[src/design/hcm_pkg.sv]
// ----------------------------------------------------------------------------
// hcm_pkg
// Shared constants and types of the hypergraph cut metrics block.
// ----------------------------------------------------------------------------
package hcm_pkg;

  // Default sizes of the block.
  localparam int unsigned DefParts        = 16;
  localparam int unsigned DefPinCountBits = 16;
  localparam int unsigned DefWeightBits   = 16;
  localparam int unsigned DefSumBits      = 48;

  // Fixed port widths.
  localparam int unsigned PartBits     = 4;
  localparam int unsigned WeightInBits = 16;
  localparam int unsigned SpanOutBits  = 5;
  localparam int unsigned TotalBits    = 48;

  // Control bits that travel with a beat down the pipeline.
  typedef struct packed {
    logic clr;  // Clear beat: zero all totals, no result.
    logic cut;  // Finished net spans differing partition codes.
  } hcm_ctl_t;

endpackage

[src/design/hypergraph_cut_metrics.sv]
// ----------------------------------------------------------------------------
// hypergraph_cut_metrics
// Streaming cut, connectivity (k-1) and sum-of-external-degrees totals of a
// partitioned hypergraph, fed one pin per beat.
// ----------------------------------------------------------------------------
//
//   Channel | Handshake             | Beat
//   --------+-----------------------+---------------------------------------
//   in      | in_valid_i/in_ready_o | one pin, or a clear command (op_i = 1)
//   out     | out_valid_o/out_ready_i | per-net flags and the three totals
//
// The block takes one beat per cycle while in_ready_o is high. A pin moves
// through four registers: the input register, the per-net summary
// register, the product register behind the two multipliers, and the
// result register holding the totals. Reset clears all totals and all
// per-net state. While the result register is held, the pipeline keeps
// accepting until its free stages are full; pins that finish no net do not
// leave the tracker and never stall.
//
module hypergraph_cut_metrics #(
  parameter int unsigned PARTS          = hcm_pkg::DefParts,
  parameter int unsigned PIN_COUNT_BITS = hcm_pkg::DefPinCountBits,
  parameter int unsigned WEIGHT_BITS    = hcm_pkg::DefWeightBits,
  parameter int unsigned SUM_BITS       = hcm_pkg::DefSumBits
) (
  input  logic                              clk_i,
  input  logic                              rst_ni,
  input  logic                              in_valid_i,
  output logic                              in_ready_o,
  input  logic                              op_i,
  input  logic [hcm_pkg::PartBits-1:0]      part_i,
  input  logic                              part_valid_i,
  input  logic [hcm_pkg::WeightInBits-1:0]  net_weight_i,
  input  logic                              net_global_i,
  input  logic                              last_pin_i,
  output logic                              out_valid_o,
  input  logic                              out_ready_i,
  output logic                              net_is_cut_o,
  output logic [hcm_pkg::SpanOutBits-1:0]   parts_spanned_o,
  output logic [hcm_pkg::TotalBits-1:0]     total_cut_o,
  output logic [hcm_pkg::TotalBits-1:0]     total_connectivity_o,
  output logic [hcm_pkg::TotalBits-1:0]     total_soed_o
);
  import hcm_pkg::*;

  localparam int unsigned SpanW = $clog2(PARTS + 1);
  localparam int unsigned ConnW = WEIGHT_BITS + SpanW;
  localparam int unsigned SoedW = WEIGHT_BITS + PIN_COUNT_BITS;

  // Tracker to weighing stage.
  logic                      sum_valid;
  logic                      sum_ready;
  hcm_ctl_t                  sum_ctl;
  logic [SpanW-1:0]          sum_span;
  logic [WEIGHT_BITS-1:0]    sum_weight;
  logic [PIN_COUNT_BITS-1:0] sum_ext;

  // Weighing stage to accumulators.
  logic                      prod_valid;
  hcm_ctl_t                  prod_ctl;
  logic [SpanW-1:0]          prod_span;
  logic [WEIGHT_BITS-1:0]    cut_add;
  logic [ConnW-1:0]          conn_add;
  logic [SoedW-1:0]          soed_add;

  logic                      acc_ready;
  logic                      acc_fire;
  logic                      out_valid_q;
  logic                      cut_q;
  logic [SpanOutBits-1:0]    span_q;
  logic [SUM_BITS-1:0]       cut_sum;
  logic [SUM_BITS-1:0]       conn_sum;
  logic [SUM_BITS-1:0]       soed_sum;

  hcm_net_tracker #(
    .PARTS          (PARTS),
    .PIN_COUNT_BITS (PIN_COUNT_BITS),
    .WEIGHT_BITS    (WEIGHT_BITS)
  ) u_tracker (
    .clk_i        (clk_i),
    .rst_ni       (rst_ni),
    .in_valid_i   (in_valid_i),
    .in_ready_o   (in_ready_o),
    .op_i         (op_i),
    .part_i       (part_i),
    .part_valid_i (part_valid_i),
    .net_weight_i (net_weight_i),
    .net_global_i (net_global_i),
    .last_pin_i   (last_pin_i),
    .sum_valid_o  (sum_valid),
    .sum_ready_i  (sum_ready),
    .sum_ctl_o    (sum_ctl),
    .sum_span_o   (sum_span),
    .sum_weight_o (sum_weight),
    .sum_ext_o    (sum_ext)
  );

  hcm_weigh #(
    .PARTS          (PARTS),
    .PIN_COUNT_BITS (PIN_COUNT_BITS),
    .WEIGHT_BITS    (WEIGHT_BITS)
  ) u_weigh (
    .clk_i        (clk_i),
    .rst_ni       (rst_ni),
    .sum_valid_i  (sum_valid),
    .sum_ready_o  (sum_ready),
    .sum_ctl_i    (sum_ctl),
    .sum_span_i   (sum_span),
    .sum_weight_i (sum_weight),
    .sum_ext_i    (sum_ext),
    .prod_valid_o (prod_valid),
    .prod_ready_i (acc_ready),
    .prod_ctl_o   (prod_ctl),
    .prod_span_o  (prod_span),
    .cut_add_o    (cut_add),
    .conn_add_o   (conn_add),
    .soed_add_o   (soed_add)
  );

  // The totals double as the result register, so they may only move when
  // the previous result has been taken or is being taken now.
  assign acc_ready = ~out_valid_q | out_ready_i;
  assign acc_fire  = prod_valid & acc_ready;

  hcm_sat_acc #(
    .SUM_BITS (SUM_BITS),
    .ADD_BITS (WEIGHT_BITS)
  ) u_acc_cut (
    .clk_i  (clk_i),
    .rst_ni (rst_ni),
    .en_i   (acc_fire),
    .clr_i  (prod_ctl.clr),
    .add_i  (cut_add),
    .sum_o  (cut_sum)
  );

  hcm_sat_acc #(
    .SUM_BITS (SUM_BITS),
    .ADD_BITS (ConnW)
  ) u_acc_conn (
    .clk_i  (clk_i),
    .rst_ni (rst_ni),
    .en_i   (acc_fire),
    .clr_i  (prod_ctl.clr),
    .add_i  (conn_add),
    .sum_o  (conn_sum)
  );

  hcm_sat_acc #(
    .SUM_BITS (SUM_BITS),
    .ADD_BITS (SoedW)
  ) u_acc_soed (
    .clk_i  (clk_i),
    .rst_ni (rst_ni),
    .en_i   (acc_fire),
    .clr_i  (prod_ctl.clr),
    .add_i  (soed_add),
    .sum_o  (soed_sum)
  );

  // A clear beat updates the totals but produces no result.
  always_ff @(posedge clk_i or negedge rst_ni) begin
    if (!rst_ni) begin
      out_valid_q <= 1'b0;
    end else if (acc_ready) begin
      out_valid_q <= prod_valid & ~prod_ctl.clr;
    end
  end

  always_ff @(posedge clk_i) begin
    if (acc_fire && !prod_ctl.clr) begin
      cut_q  <= prod_ctl.cut;
      span_q <= SpanOutBits'(prod_span);
    end
  end

  assign out_valid_o          = out_valid_q;
  assign net_is_cut_o         = cut_q;
  assign parts_spanned_o      = span_q;
  assign total_cut_o          = TotalBits'(cut_sum);
  assign total_connectivity_o = TotalBits'(conn_sum);
  assign total_soed_o         = TotalBits'(soed_sum);

`ifndef SYNTHESIS
  // Two distinct valid partitions in one net always make it cut.
  assert property (@(posedge clk_i) disable iff (!rst_ni)
    (out_valid_o && (parts_spanned_o > SpanOutBits'(1))) |-> net_is_cut_o)
    else $error("net spans several partitions but is not flagged as cut");

  // A clear beat taken by the accumulators zeroes all totals and yields
  // no result.
  assert property (@(posedge clk_i) disable iff (!rst_ni)
    (prod_valid && prod_ctl.clr && acc_ready) |=>
      (!out_valid_o && (total_cut_o == '0) && (total_connectivity_o == '0) &&
       (total_soed_o == '0)))
    else $error("clear did not zero the totals");
`endif

endmodule

[src/design/hcm_net_tracker.sv]
// ----------------------------------------------------------------------------
// hcm_net_tracker
// Input register and per-net state; emits one summary beat per finished
// non-global net and one beat per clear command.
// ----------------------------------------------------------------------------
module hcm_net_tracker #(
  parameter int unsigned PARTS          = hcm_pkg::DefParts,
  parameter int unsigned PIN_COUNT_BITS = hcm_pkg::DefPinCountBits,
  parameter int unsigned WEIGHT_BITS    = hcm_pkg::DefWeightBits
) (
  input  logic                                clk_i,
  input  logic                                rst_ni,
  input  logic                                in_valid_i,
  output logic                                in_ready_o,
  input  logic                                op_i,
  input  logic [hcm_pkg::PartBits-1:0]        part_i,
  input  logic                                part_valid_i,
  input  logic [hcm_pkg::WeightInBits-1:0]    net_weight_i,
  input  logic                                net_global_i,
  input  logic                                last_pin_i,
  output logic                                sum_valid_o,
  input  logic                                sum_ready_i,
  output hcm_pkg::hcm_ctl_t                   sum_ctl_o,
  output logic [$clog2(PARTS+1)-1:0]          sum_span_o,
  output logic [WEIGHT_BITS-1:0]              sum_weight_o,
  output logic [PIN_COUNT_BITS-1:0]           sum_ext_o
);
  import hcm_pkg::*;

  localparam int unsigned IdxW  = $clog2(PARTS);
  localparam int unsigned CodeW = $clog2(PARTS + 1);
  localparam int unsigned SpanW = $clog2(PARTS + 1);
  localparam logic [PIN_COUNT_BITS-1:0] CntMax = '1;

  // Input register.
  logic                    iv_q;
  logic                    op_q;
  logic [PartBits-1:0]     part_q;
  logic                    pv_q;
  logic [WeightInBits-1:0] w_q;
  logic                    glob_q;
  logic                    last_q;

  // Per-net state. The seen bitmap doubles as valid bits of the counts.
  logic                      in_net_q;
  logic                      differs_q;
  logic [CodeW-1:0]          first_q;
  logic [PARTS-1:0]          seen_q;
  logic [SpanW-1:0]          span_q;
  logic [PIN_COUNT_BITS-1:0] max_q;
  logic [PIN_COUNT_BITS-1:0] pins_q;
  logic [PIN_COUNT_BITS-1:0] cnt_q [PARTS];

  logic                      sum_valid_q;
  hcm_ctl_t                  sum_ctl_q;
  logic [SpanW-1:0]          sum_span_q;
  logic [WEIGHT_BITS-1:0]    sum_weight_q;
  logic [PIN_COUNT_BITS-1:0] sum_ext_q;

  logic                      emits;
  logic                      slot_free;
  logic                      take;
  logic                      pin_ok;
  logic [IdxW-1:0]           idx;
  logic [CodeW-1:0]          code;
  logic [PIN_COUNT_BITS-1:0] cnt_old;
  logic [PIN_COUNT_BITS-1:0] cnt_new;
  logic [PARTS-1:0]          hit;
  logic                      differs_d;
  logic [CodeW-1:0]          first_d;
  logic [PARTS-1:0]          seen_d;
  logic [SpanW-1:0]          span_d;
  logic [PIN_COUNT_BITS-1:0] max_d;
  logic [PIN_COUNT_BITS-1:0] pins_d;

  // Clear commands and last pins of ordinary nets need a summary slot.
  assign emits     = op_q | (~glob_q & last_q);
  assign slot_free = ~sum_valid_q | sum_ready_i;
  assign take      = iv_q & (~emits | slot_free);
  assign in_ready_o = ~iv_q | take;

  // A partition number beyond the configured count counts as unassigned.
  assign pin_ok = pv_q && (int'(part_q) < PARTS);
  assign idx    = IdxW'(part_q);
  assign code   = pin_ok ? CodeW'(part_q) : CodeW'(PARTS);

  always_comb begin
    hit = '0;
    cnt_old = '0;
    if (pin_ok) begin
      hit[idx] = 1'b1;
      if (seen_q[idx]) begin
        cnt_old = cnt_q[idx];
      end
    end
    cnt_new   = (cnt_old == CntMax) ? cnt_old : cnt_old + 1'b1;
    pins_d    = (pins_q == CntMax) ? pins_q : pins_q + 1'b1;
    differs_d = in_net_q ? (differs_q | (code != first_q)) : 1'b0;
    first_d   = in_net_q ? first_q : code;
    seen_d    = seen_q | hit;
    span_d    = span_q + SpanW'(pin_ok && !seen_q[idx]);
    max_d     = (pin_ok && (cnt_new > max_q)) ? cnt_new : max_q;
  end

  always_ff @(posedge clk_i or negedge rst_ni) begin
    if (!rst_ni) begin
      iv_q <= 1'b0;
    end else if (in_ready_o) begin
      iv_q <= in_valid_i;
    end
  end

  always_ff @(posedge clk_i) begin
    if (in_valid_i && in_ready_o) begin
      op_q   <= op_i;
      part_q <= part_i;
      pv_q   <= part_valid_i;
      w_q    <= net_weight_i;
      glob_q <= net_global_i;
      last_q <= last_pin_i;
    end
  end

  always_ff @(posedge clk_i or negedge rst_ni) begin
    if (!rst_ni) begin
      in_net_q  <= 1'b0;
      differs_q <= 1'b0;
      first_q   <= '0;
      seen_q    <= '0;
      span_q    <= '0;
      max_q     <= '0;
      pins_q    <= '0;
    end else if (take) begin
      if (op_q || last_q) begin
        // Clear command, end of any net, or a global net's last pin.
        in_net_q  <= 1'b0;
        differs_q <= 1'b0;
        first_q   <= '0;
        seen_q    <= '0;
        span_q    <= '0;
        max_q     <= '0;
        pins_q    <= '0;
      end else if (!glob_q) begin
        in_net_q  <= 1'b1;
        differs_q <= differs_d;
        first_q   <= first_d;
        seen_q    <= seen_d;
        span_q    <= span_d;
        max_q     <= max_d;
        pins_q    <= pins_d;
      end
    end
  end

  always_ff @(posedge clk_i) begin
    if (take && !op_q && !glob_q && pin_ok) begin
      cnt_q[idx] <= cnt_new;
    end
  end

  always_ff @(posedge clk_i or negedge rst_ni) begin
    if (!rst_ni) begin
      sum_valid_q <= 1'b0;
    end else if (slot_free) begin
      sum_valid_q <= take & emits;
    end
  end

  always_ff @(posedge clk_i) begin
    if (take && emits) begin
      sum_ctl_q.clr <= op_q;
      sum_ctl_q.cut <= differs_d;
      sum_span_q    <= span_d;
      sum_weight_q  <= WEIGHT_BITS'(w_q);
      sum_ext_q     <= pins_d - max_d;
    end
  end

  assign sum_valid_o  = sum_valid_q;
  assign sum_ctl_o    = sum_ctl_q;
  assign sum_span_o   = sum_span_q;
  assign sum_weight_o = sum_weight_q;
  assign sum_ext_o    = sum_ext_q;

endmodule

[src/design/hcm_weigh.sv]
// ----------------------------------------------------------------------------
// hcm_weigh
// Weighs a finished net: cut addend, connectivity and external-pin products.
// ----------------------------------------------------------------------------
module hcm_weigh #(
  parameter int unsigned PARTS          = hcm_pkg::DefParts,
  parameter int unsigned PIN_COUNT_BITS = hcm_pkg::DefPinCountBits,
  parameter int unsigned WEIGHT_BITS    = hcm_pkg::DefWeightBits
) (
  input  logic                                          clk_i,
  input  logic                                          rst_ni,
  input  logic                                          sum_valid_i,
  output logic                                          sum_ready_o,
  input  hcm_pkg::hcm_ctl_t                             sum_ctl_i,
  input  logic [$clog2(PARTS+1)-1:0]                    sum_span_i,
  input  logic [WEIGHT_BITS-1:0]                        sum_weight_i,
  input  logic [PIN_COUNT_BITS-1:0]                     sum_ext_i,
  output logic                                          prod_valid_o,
  input  logic                                          prod_ready_i,
  output hcm_pkg::hcm_ctl_t                             prod_ctl_o,
  output logic [$clog2(PARTS+1)-1:0]                    prod_span_o,
  output logic [WEIGHT_BITS-1:0]                        cut_add_o,
  output logic [WEIGHT_BITS+$clog2(PARTS+1)-1:0]        conn_add_o,
  output logic [WEIGHT_BITS+PIN_COUNT_BITS-1:0]         soed_add_o
);
  import hcm_pkg::*;

  localparam int unsigned SpanW = $clog2(PARTS + 1);
  localparam int unsigned ConnW = WEIGHT_BITS + SpanW;
  localparam int unsigned SoedW = WEIGHT_BITS + PIN_COUNT_BITS;

  logic             pv_q;
  hcm_ctl_t         ctl_q;
  logic [SpanW-1:0] span_q;
  logic [WEIGHT_BITS-1:0] cut_q;
  logic [ConnW-1:0] conn_q;
  logic [SoedW-1:0] soed_q;
  logic [SpanW-1:0] span_m1;

  assign sum_ready_o = ~pv_q | prod_ready_i;
  assign span_m1     = sum_span_i - 1'b1;

  always_ff @(posedge clk_i or negedge rst_ni) begin
    if (!rst_ni) begin
      pv_q <= 1'b0;
    end else if (sum_ready_o) begin
      pv_q <= sum_valid_i;
    end
  end

  always_ff @(posedge clk_i) begin
    if (sum_valid_i && sum_ready_o) begin
      ctl_q  <= sum_ctl_i;
      span_q <= sum_span_i;
      cut_q  <= sum_ctl_i.cut ? sum_weight_i : '0;
      conn_q <= (sum_span_i > SpanW'(1)) ?
                ConnW'(sum_weight_i) * ConnW'(span_m1) : '0;
      soed_q <= SoedW'(sum_weight_i) * SoedW'(sum_ext_i);
    end
  end

  assign prod_valid_o = pv_q;
  assign prod_ctl_o   = ctl_q;
  assign prod_span_o  = span_q;
  assign cut_add_o    = cut_q;
  assign conn_add_o   = conn_q;
  assign soed_add_o   = soed_q;

endmodule

[src/design/hcm_sat_acc.sv]
// ----------------------------------------------------------------------------
// hcm_sat_acc
// One saturating running total with a synchronous clear.
// ----------------------------------------------------------------------------
module hcm_sat_acc #(
  parameter int unsigned SUM_BITS = hcm_pkg::DefSumBits,
  parameter int unsigned ADD_BITS = hcm_pkg::DefWeightBits
) (
  input  logic                clk_i,
  input  logic                rst_ni,
  input  logic                en_i,
  input  logic                clr_i,
  input  logic [ADD_BITS-1:0] add_i,
  output logic [SUM_BITS-1:0] sum_o
);
  import hcm_pkg::*;

  localparam int unsigned AccW = ((SUM_BITS > ADD_BITS) ? SUM_BITS : ADD_BITS) + 1;
  localparam logic [AccW-1:0] SumMax = AccW'({SUM_BITS{1'b1}});

  logic [SUM_BITS-1:0] sum_q;
  logic [SUM_BITS-1:0] sum_d;
  logic [AccW-1:0]     wide;

  assign wide = AccW'(sum_q) + AccW'(add_i);

  always_comb begin
    if (clr_i) begin
      sum_d = '0;
    end else if (wide > SumMax) begin
      sum_d = SUM_BITS'(SumMax);
    end else begin
      sum_d = SUM_BITS'(wide);
    end
  end

  always_ff @(posedge clk_i or negedge rst_ni) begin
    if (!rst_ni) begin
      sum_q <= '0;
    end else if (en_i) begin
      sum_q <= sum_d;
    end
  end

  assign sum_o = sum_q;

endmodule

[config.mk]
export PLATFORM = sky130hd
export DESIGN_NAME = hypergraph_cut_metrics
export DESIGN_NICKNAME = d
export VERILOG_FILES = /design/src/design/hcm_pkg.sv /design/src/design/hypergraph_cut_metrics.sv /design/src/design/hcm_net_tracker.sv /design/src/design/hcm_weigh.sv /design/src/design/hcm_sat_acc.sv
export SDC_FILE = /design/constraint.sdc
export NUM_CORES = 2
export LEC_CHECK = 0
export BUFFER_PORTS_ARGS = -buffer_cell sky130_fd_sc_hd__buf_2
export CORE_ASPECT_RATIO = 1.1
export CORE_MARGIN = 3
export CORE_UTILIZATION = 40
export CTS_CLUSTER_SIZE = 24
export DETAILED_ROUTE_END_ITERATION = 10
export SLEW_MARGIN = 20
export SYNTH_ARGS = -nofsm -noshare
export SYNTH_HDL_FRONTEND = slang
export SYNTH_SLANG_ARGS = --single-unit
[constraint.sdc]
create_clock -name clk_i -period 8.3 [get_ports clk_i]
set_input_delay 0.83 -clock clk_i [delete_from_list [all_inputs] [get_ports clk_i]]
set_output_delay 0.83 -clock clk_i [all_outputs]
set_load 0.01 [all_outputs]
# Word level (Yosys, flattened, before mapping)
# Memories as Yosys holds them, arrays and structs flattened. A register that Yosys moved wholly into a read port is not among the register bits.
# Cells that the tools add are included.
[classes]
addsub = 8
magnitude_cmp = 7
n_eq_ne = 5
bitwise = 20
n_mux = 36
reduce_logical = 17
mul = 2
[op_table]
columns = ["cell", "n"]
rows = [
  ["2-to-1 mux 48 bit", 6],
  ["2-to-1 mux 16 bit", 12],
  ["> comparator 49 x 48 -> 1 bit, second input constant", 3],
  ["adder 48 x 16 -> 49 bit", 1],
  ["adder 48 x 21 -> 49 bit", 1],
  ["adder 48 x 32 -> 49 bit", 1],
  ["adder 16 x 1 -> 16 bit, second input constant", 2],
  ["== test 16 bit, second input constant", 2],
  ["multiplier 16 x 16 -> 32 bit", 1],
  ["2-to-1 mux 5 bit", 6],
  ["multiplier 16 x 5 -> 21 bit", 1],
  ["> comparator 16 bit", 1],
  ["OR 16 bit", 1],
  ["subtractor 16 bit", 1],
  ["logical AND 1 bit", 10],
  ["2-to-1 mux 1 bit", 9],
  ["NOT 1 bit", 7],
  ["OR 1 bit", 7],
  ["adder 5 x 1 -> 5 bit", 1],
  ["AND 1 bit", 5],
  ["> comparator 5 x 1 -> 1 bit, second input constant", 1],
  ["< comparator 4 x 5 -> 1 bit, second input constant", 1],
  ["inequality test 5 bit", 1],
  ["subtractor 5 x 1 -> 5 bit, second input constant", 1],
  ["other kinds (9)", 13],
]
[word_totals]
out_inout_bits = 152
word_cells = 129
ram_bits = 256
input_bits = 28
reg_bits = 353
memories = 1
[mem_list]
columns = ["memory", "depth", "width", "rd", "rd_clocked_by_memory_dff", "write_ports", "line_no", "text"]
rows = [
  ["u_tracker.cnt_q", 16, 16, 1, 1, 1, "hcm_net_tracker.sv:52", "logic [PIN_COUNT_BITS-1:0] cnt_q [PARTS];"],
]

# Depth between registers and ports, before layout
[logic_depth]
word_depth = 11
depth_mapped = 35
ltp_nobuf = 32

# Cells and area by module
# Synthesis repeated with hierarchy kept, for this count alone.
[unflattened]
hier_cells = 3676
hier_area_um2 = 41258.3
[modules_own_cells]
columns = ["mod", "n_inst", "cells_each", "seq_area_each_um2", "area_per_inst_um2"]
rows = [
  ["hcm_net_tracker", 1, 1044, 11210.8, 16849.9],
  ["hcm_weigh", 1, 1436, 2307.2, 13608.1],
  ["hcm_sat_acc at u_acc_soed", 1, 465, 1201.2, 4032.6],
  ["hcm_sat_acc at u_acc_conn", 1, 374, 1201.2, 3368.2],
  ["hcm_sat_acc at u_acc_cut", 1, 345, 1201.2, 3153.0],
  ["hypergraph_cut_metrics", 1, 12, 205.2, 246.5],
]

# Worst setup path after synthesis
# No wires, ideal clock.
[synth_path]
path_kind = "register -> register"
start = "register (tool-made name)"
end = "register u_tracker.sum_ext_q[14] (netlist: u_tracker.sum_ext_o[14]) (data pin)"
setup_ps = 281
t_required_ps = 8019
n_path_buf = 5
path_slack_ps = 876
stages_incl_launch_ff = 33
synth_period_minus_slack_ps = 7424
arrival_time_ps = 7143
cell_sequence = "dfxtp_1 > buf_6 > buf_12 > buf_6 > mux4_2 > mux4_2 > and2_1 > ha_1 > and3_1 > nand3_2 > buf_6 > and4b_1 > xnor2_2 > nor2_2 > ha_1 > a21o_1 > a21o_1 > a21oi_1 > o21ai_0 > a311oi_1 > nor2_2 > clkbuf_1 > mux2i_1 > fa_1 > a21o_1 > a21oi_1 > o21bai_1 > a21oi_1 > nor2b_1 > o21a_1 > o31a_1 > o41ai_1 > o211ai_1"
[synth_lines]
columns = ["item", "line_no", "text"]
rows = [
  ["to (signal assigned)", "hcm_net_tracker.sv:175", "sum_ext_q <= pins_d - max_d;"],
  ["to (decl)", "hcm_net_tracker.sv:58", "logic [PIN_COUNT_BITS-1:0] sum_ext_q;"],
]

# Worst setup path in the final report
[layout_path]
start = "register u_tracker.part_q[1] (netlist: u_tracker.idx[1])"
end = "register u_tracker.sum_ext_q[14] (netlist: u_tracker.sum_ext_o[14]) (data pin)"
[layout_between]
elab_chain_len = 10
elab_cells_between_ends = 11
classes_between = "add/sub: 2; order compare: 1; eq/ne: 1; mux: 6; reduce/logical: 1"
[layout_lines]
columns = ["item", "line_no", "text"]
rows = [
  ["from (decl)", "hcm_net_tracker.sv:38", "logic [PartBits-1:0] part_q;"],
  ["from (signal assigned)", "hcm_net_tracker.sv:116", "part_q <= part_i;"],
  ["binary-select mux 1 bit (select 4 bit) *", "hcm_net_tracker.sv:92", "if (seen_q[idx]) begin"],
  ["2-to-1 mux 1 bit (implied by the code) *", "hcm_net_tracker.sv:92", ""],
  ["2-to-1 mux 16 bit *", "hcm_net_tracker.sv:92", ""],
  ["2-to-1 mux 16 bit *", "hcm_net_tracker.sv:90", "if (pin_ok) begin"],
  ["adder 16 x 1 -> 16 bit / == test 16 bit (equally long branches)", "hcm_net_tracker.sv:96", "cnt_new = (cnt_old == CntMax) ? cnt_old : cnt_old + 1'b1;"],
  ["2-to-1 mux 16 bit *", "hcm_net_tracker.sv:96", ""],
  ["named net u_tracker.cnt_new[9]", "hcm_net_tracker.sv:67", "logic [PIN_COUNT_BITS-1:0] cnt_new;"],
  ["> comparator 16 bit", "hcm_net_tracker.sv:102", "max_d = (pin_ok && (cnt_new > max_q)) ? cnt_new : max_q;"],
  ["logical AND 1 bit", "hcm_net_tracker.sv:102", ""],
  ["2-to-1 mux 16 bit *", "hcm_net_tracker.sv:102", ""],
  ["subtractor 16 bit *", "hcm_net_tracker.sv:175", ""],
]
# The timed path passes the listed nets; every way through them passes the cells marked *. The select of a mux whose other input is x is not followed.
# A chain may end at the register's enable or synchronous reset.

==> impl_metrics.py <==
metrics = {
    "placed_design": {
        "post-dp-hpwl_um": 74000,
        "port_buffers": 179,
        "routabilityCongestion": 0.874,
        "placed_cell_area_um2": 42700,
    },
    "worst_setup_path": {
        "critPathRequiredTime_ns": 8.66,
        "r2r_slack_ns": 0.58,
        "worst-setup-path-type": "reg2reg",
        "path_delay_family": "compound AO/OA/AOI/OAI gates",
        "critPathArrivalTime_ns": 8.08,
        "largest_fanout_on_the_critical_path": 18,
        "critical_path.reg2reg.endpoint": "u_tracker.sum_ext_o[14]",
        "regToRegStartpoint": "u_tracker.idx[1]",
        "slowest_stage": "edfxtp_1",
        "timing.reg2reg.worst_path_depth": 29,
        "worstPathBufferInverterCount": 2,
        "critPathMaxStageDelay_ns": 0.69,
        "critPathLaunchType": "flip-flop",
        "worstSetupEndpointType": "flip-flop",
    },
    "sta": {
        "hold_viol": 0,
        "timing.clock.skew_ns": 0.0751,
        "fin_crit_sh_pct": 93.0,
        "report.final.slew_viol_count": 0,
        "setup_total_negative_slack_ns": 0,
        "setup_repair_after_global_routing_missed_its_margin": "no",
        "maxClockFrequency_mhz": 130,
        "setup_viol_count_final": 0,
        "period_needed_ns": 7.72,
        "max_slew_headroom_at_the_worst_pin_pct": 30.7,
        "worst_pin_slew_ns": 1.04,
    },
    "cts": {
        "cts_buffers": 70,
        "cts.root.buffer_cell": "clkbuf_16",
        "cts_htree_levels": 3,
        "cts.reportedPaths.clkPinSlew_ns": 0.06,
        "clock_sinks": 613,
        "clockBufferDepth": 3,
        "clock_tree_from_tritoncts": "built",
        "worst_skew_pair.late_latency_ns": 0.66,
        "holdBufCountCts": 0,
    },
    "floorplanning": {
        "design.core.area_um2": 99200,
        "initial_utilization_pct": 40.4,
        "die_area_um2": 104000,
        "row_count": 121,
        "boundaryPins": 180,
        "die_width_um": 308,
        "fp.dieH_um": 338,
    },
    "hold_path": {
        "hold_path.class": "in2async",
    },
    "logic_synthesis": {
        "synth_largest_area_cell": "edfxtp_1",
        "asyncSetResetFlopFracSynth_pct": 33.9,
        "number_of_warnings_issued_by_yosys": 0,
        "yosysSeqAreaShare_pct": 43.2,
        "mappedNetlistArea_um2": 40100,
        "area_share_of_the_largest_cell_type_after_synthesis_pct": 30.0,
        "synth-seq-cells": 613,
        "postSynthNetCount": 4111,
        "cell_with_the_most_instances_after_synthesis": "nand2_1",
        "ys_top_cells_by_area": "edfxtp_1 (30%), dfrtp_1 (13%), fa_1 (12%)",
        "synth_edf_count": 401,
        "synth_common_cells": "nand2_1 (420), edfxtp_1 (401), inv_1 (313), nor2_1 (247), fa_1 (240)",
        "synth.avg_cell_area_um2": 11.1,
        "netlist_instances": 3604,
        "post_synth_num_cell_types": 87,
        "postSynth.topFlopCell": "edfxtp_1",
    },
    "grt": {
        "global_route.overflow_total": 0,
        "vias_in_the_first_global_route": 28171,
        "grt_pass1_wl_um": 161000,
        "grt_start_max_net_pins": 84,
        "antenna_found_initial": 11,
        "track_usage_pct": 19.8,
    },
    "status": {
        "status": "completed",
    },
    "route": {
        "via_per_inst": 5.40,
        "totalWireLength_um": 103000,
        "wire_per_inst_um": 19.9,
        "initialDrtViolationCount": 2188,
        "antenna_violating_nets_post_route": 0,
        "via_count": 27856,
        "detail_route.drc_violations": 0,
        "drtPass1Iterations": 5,
    },
    "final_layout": {
        "final_instance_area_um2": 45200,
        "final_nets": 4304,
        "drive_gt1_share_pct": 13.1,
        "area_growth_syn_to_layout_pct": 12.6,
    },
    "power_and_ir_drop": {
        "static-leakage-power_uw": 0.0195,
        "vdd.ir_drop.worst_uv": 358,
        "total_power_density_per_cell_area_nw_per_um2": 353,
    },
    "run": {
        "max_cap_violations": 0,
    },
}
## layout make-up
class	instances	area (um^2)
Timing Repair Buffer	267	1620
Clock inverter	40	542
Clock buffer	89	1890
Fill cell	9130	54000
Antenna cell	9	22.5
Multi-Input combinational cell	2532	21000
Inverter	313	1170
Sequential cell	613	17300
Tap cell	1291	1620
## routing by layer
layer	vias to the layer above	GRT usage, %	routed length [um]
met5	-	0	39
met4	6	5.50	2560
met3	164	4.27	7080
met2	790	34.4	50100
met1	13793	25.0	42900
li1	13103	-	-
## how the worst max path moves through the flow
stage	end	start	slack, ns	cells after the start
4_1_cts	u_tracker.sum_ext_o[14]	u_tracker.idx[0]	0.15	29
2_1_floorplan	u_tracker.sum_ext_o[14]	flip-flop	0.88	32
5_1_grt	u_tracker.sum_ext_o[14]	u_tracker.idx[1]	0.07	30
3_5_place_dp	u_tracker.sum_ext_o[14]	u_tracker.idx[0]	0.24	29
6_report	u_tracker.sum_ext_o[14]	u_tracker.idx[1]	0.58	29
3_3_place_gp	u_tracker.sum_ext_o[14]	u_tracker.idx[0]	0.36	29
## metrics by stage
step	util, %	cells	total power, uW	hold WS (ns)	setup slack, ns
floorplan	-	3604	10700	0.400	0.876
global placement	43.0	5013	12800	0.401	0.356
finish	45.5	5154	15900	0.130	0.580
global route	45.5	5145	17400	0.178	0.0702
detailed placement	43.0	5013	12800	0.406	0.239
CTS	45.5	5142	16100	0.146	0.147
## power by group
group | leakage (uW) | switching (uW) | internal, uW | total (uW)
logic | 0.0119 | 4800 | 3670 | 8480
clock network | 0.00118 | 1320 | 1890 | 3210
registers | 0.00636 | 339 | 3910 | 4240
total | 0.0195 | 6460 | 9470 | 15900
## flip-flops by register name, summed over array words and instances, names as in the netlist, 21 cells and up, named ones only
name	cells
u_acc_conn.sum_o	48
u_acc_cut.sum_o	48
u_acc_soed.sum_o	48
u_tracker.cnt_q	256
u_weigh.conn_add_o	21
u_weigh.soed_add_o	32
## kinds of logic after synthesis
| family | after synthesis | synth area share, % |
|---|---|---|
| simple gates | 1144 | 13.6 |
| buf+inv | 459 | 4.61 |
| flops | 613 | 43.2 |
| compound gates | 644 | 10.7 |
| xor+xnor | 150 | 3.29 |
| fa+ha+maj | 479 | 19.4 |
| mux | 115 | 5.17 |
## what timing repair did
| action | 4_1_cts | 5_1_grt |
|---|---|---|
| endpoints found under the setup margin | 0 | 2 |
| endpoints found under the hold margin | 0 | 0 |
| buffers inserted | 0 | 2 |
| resized for setup | 0 | 1 |
## layout by cell type (no fill, tap or decap), types with 140 or more instances in the layout
master      n
fa_1      240
nand2_1   419
edfxtp_1  401
dfrtp_1   208
inv_1     313
o21ai_0   140
buf_2     178
ha_1      239
a21oi_1   157
nor2_1    243
and2_1    140
(Power assumes the default switching activity.)
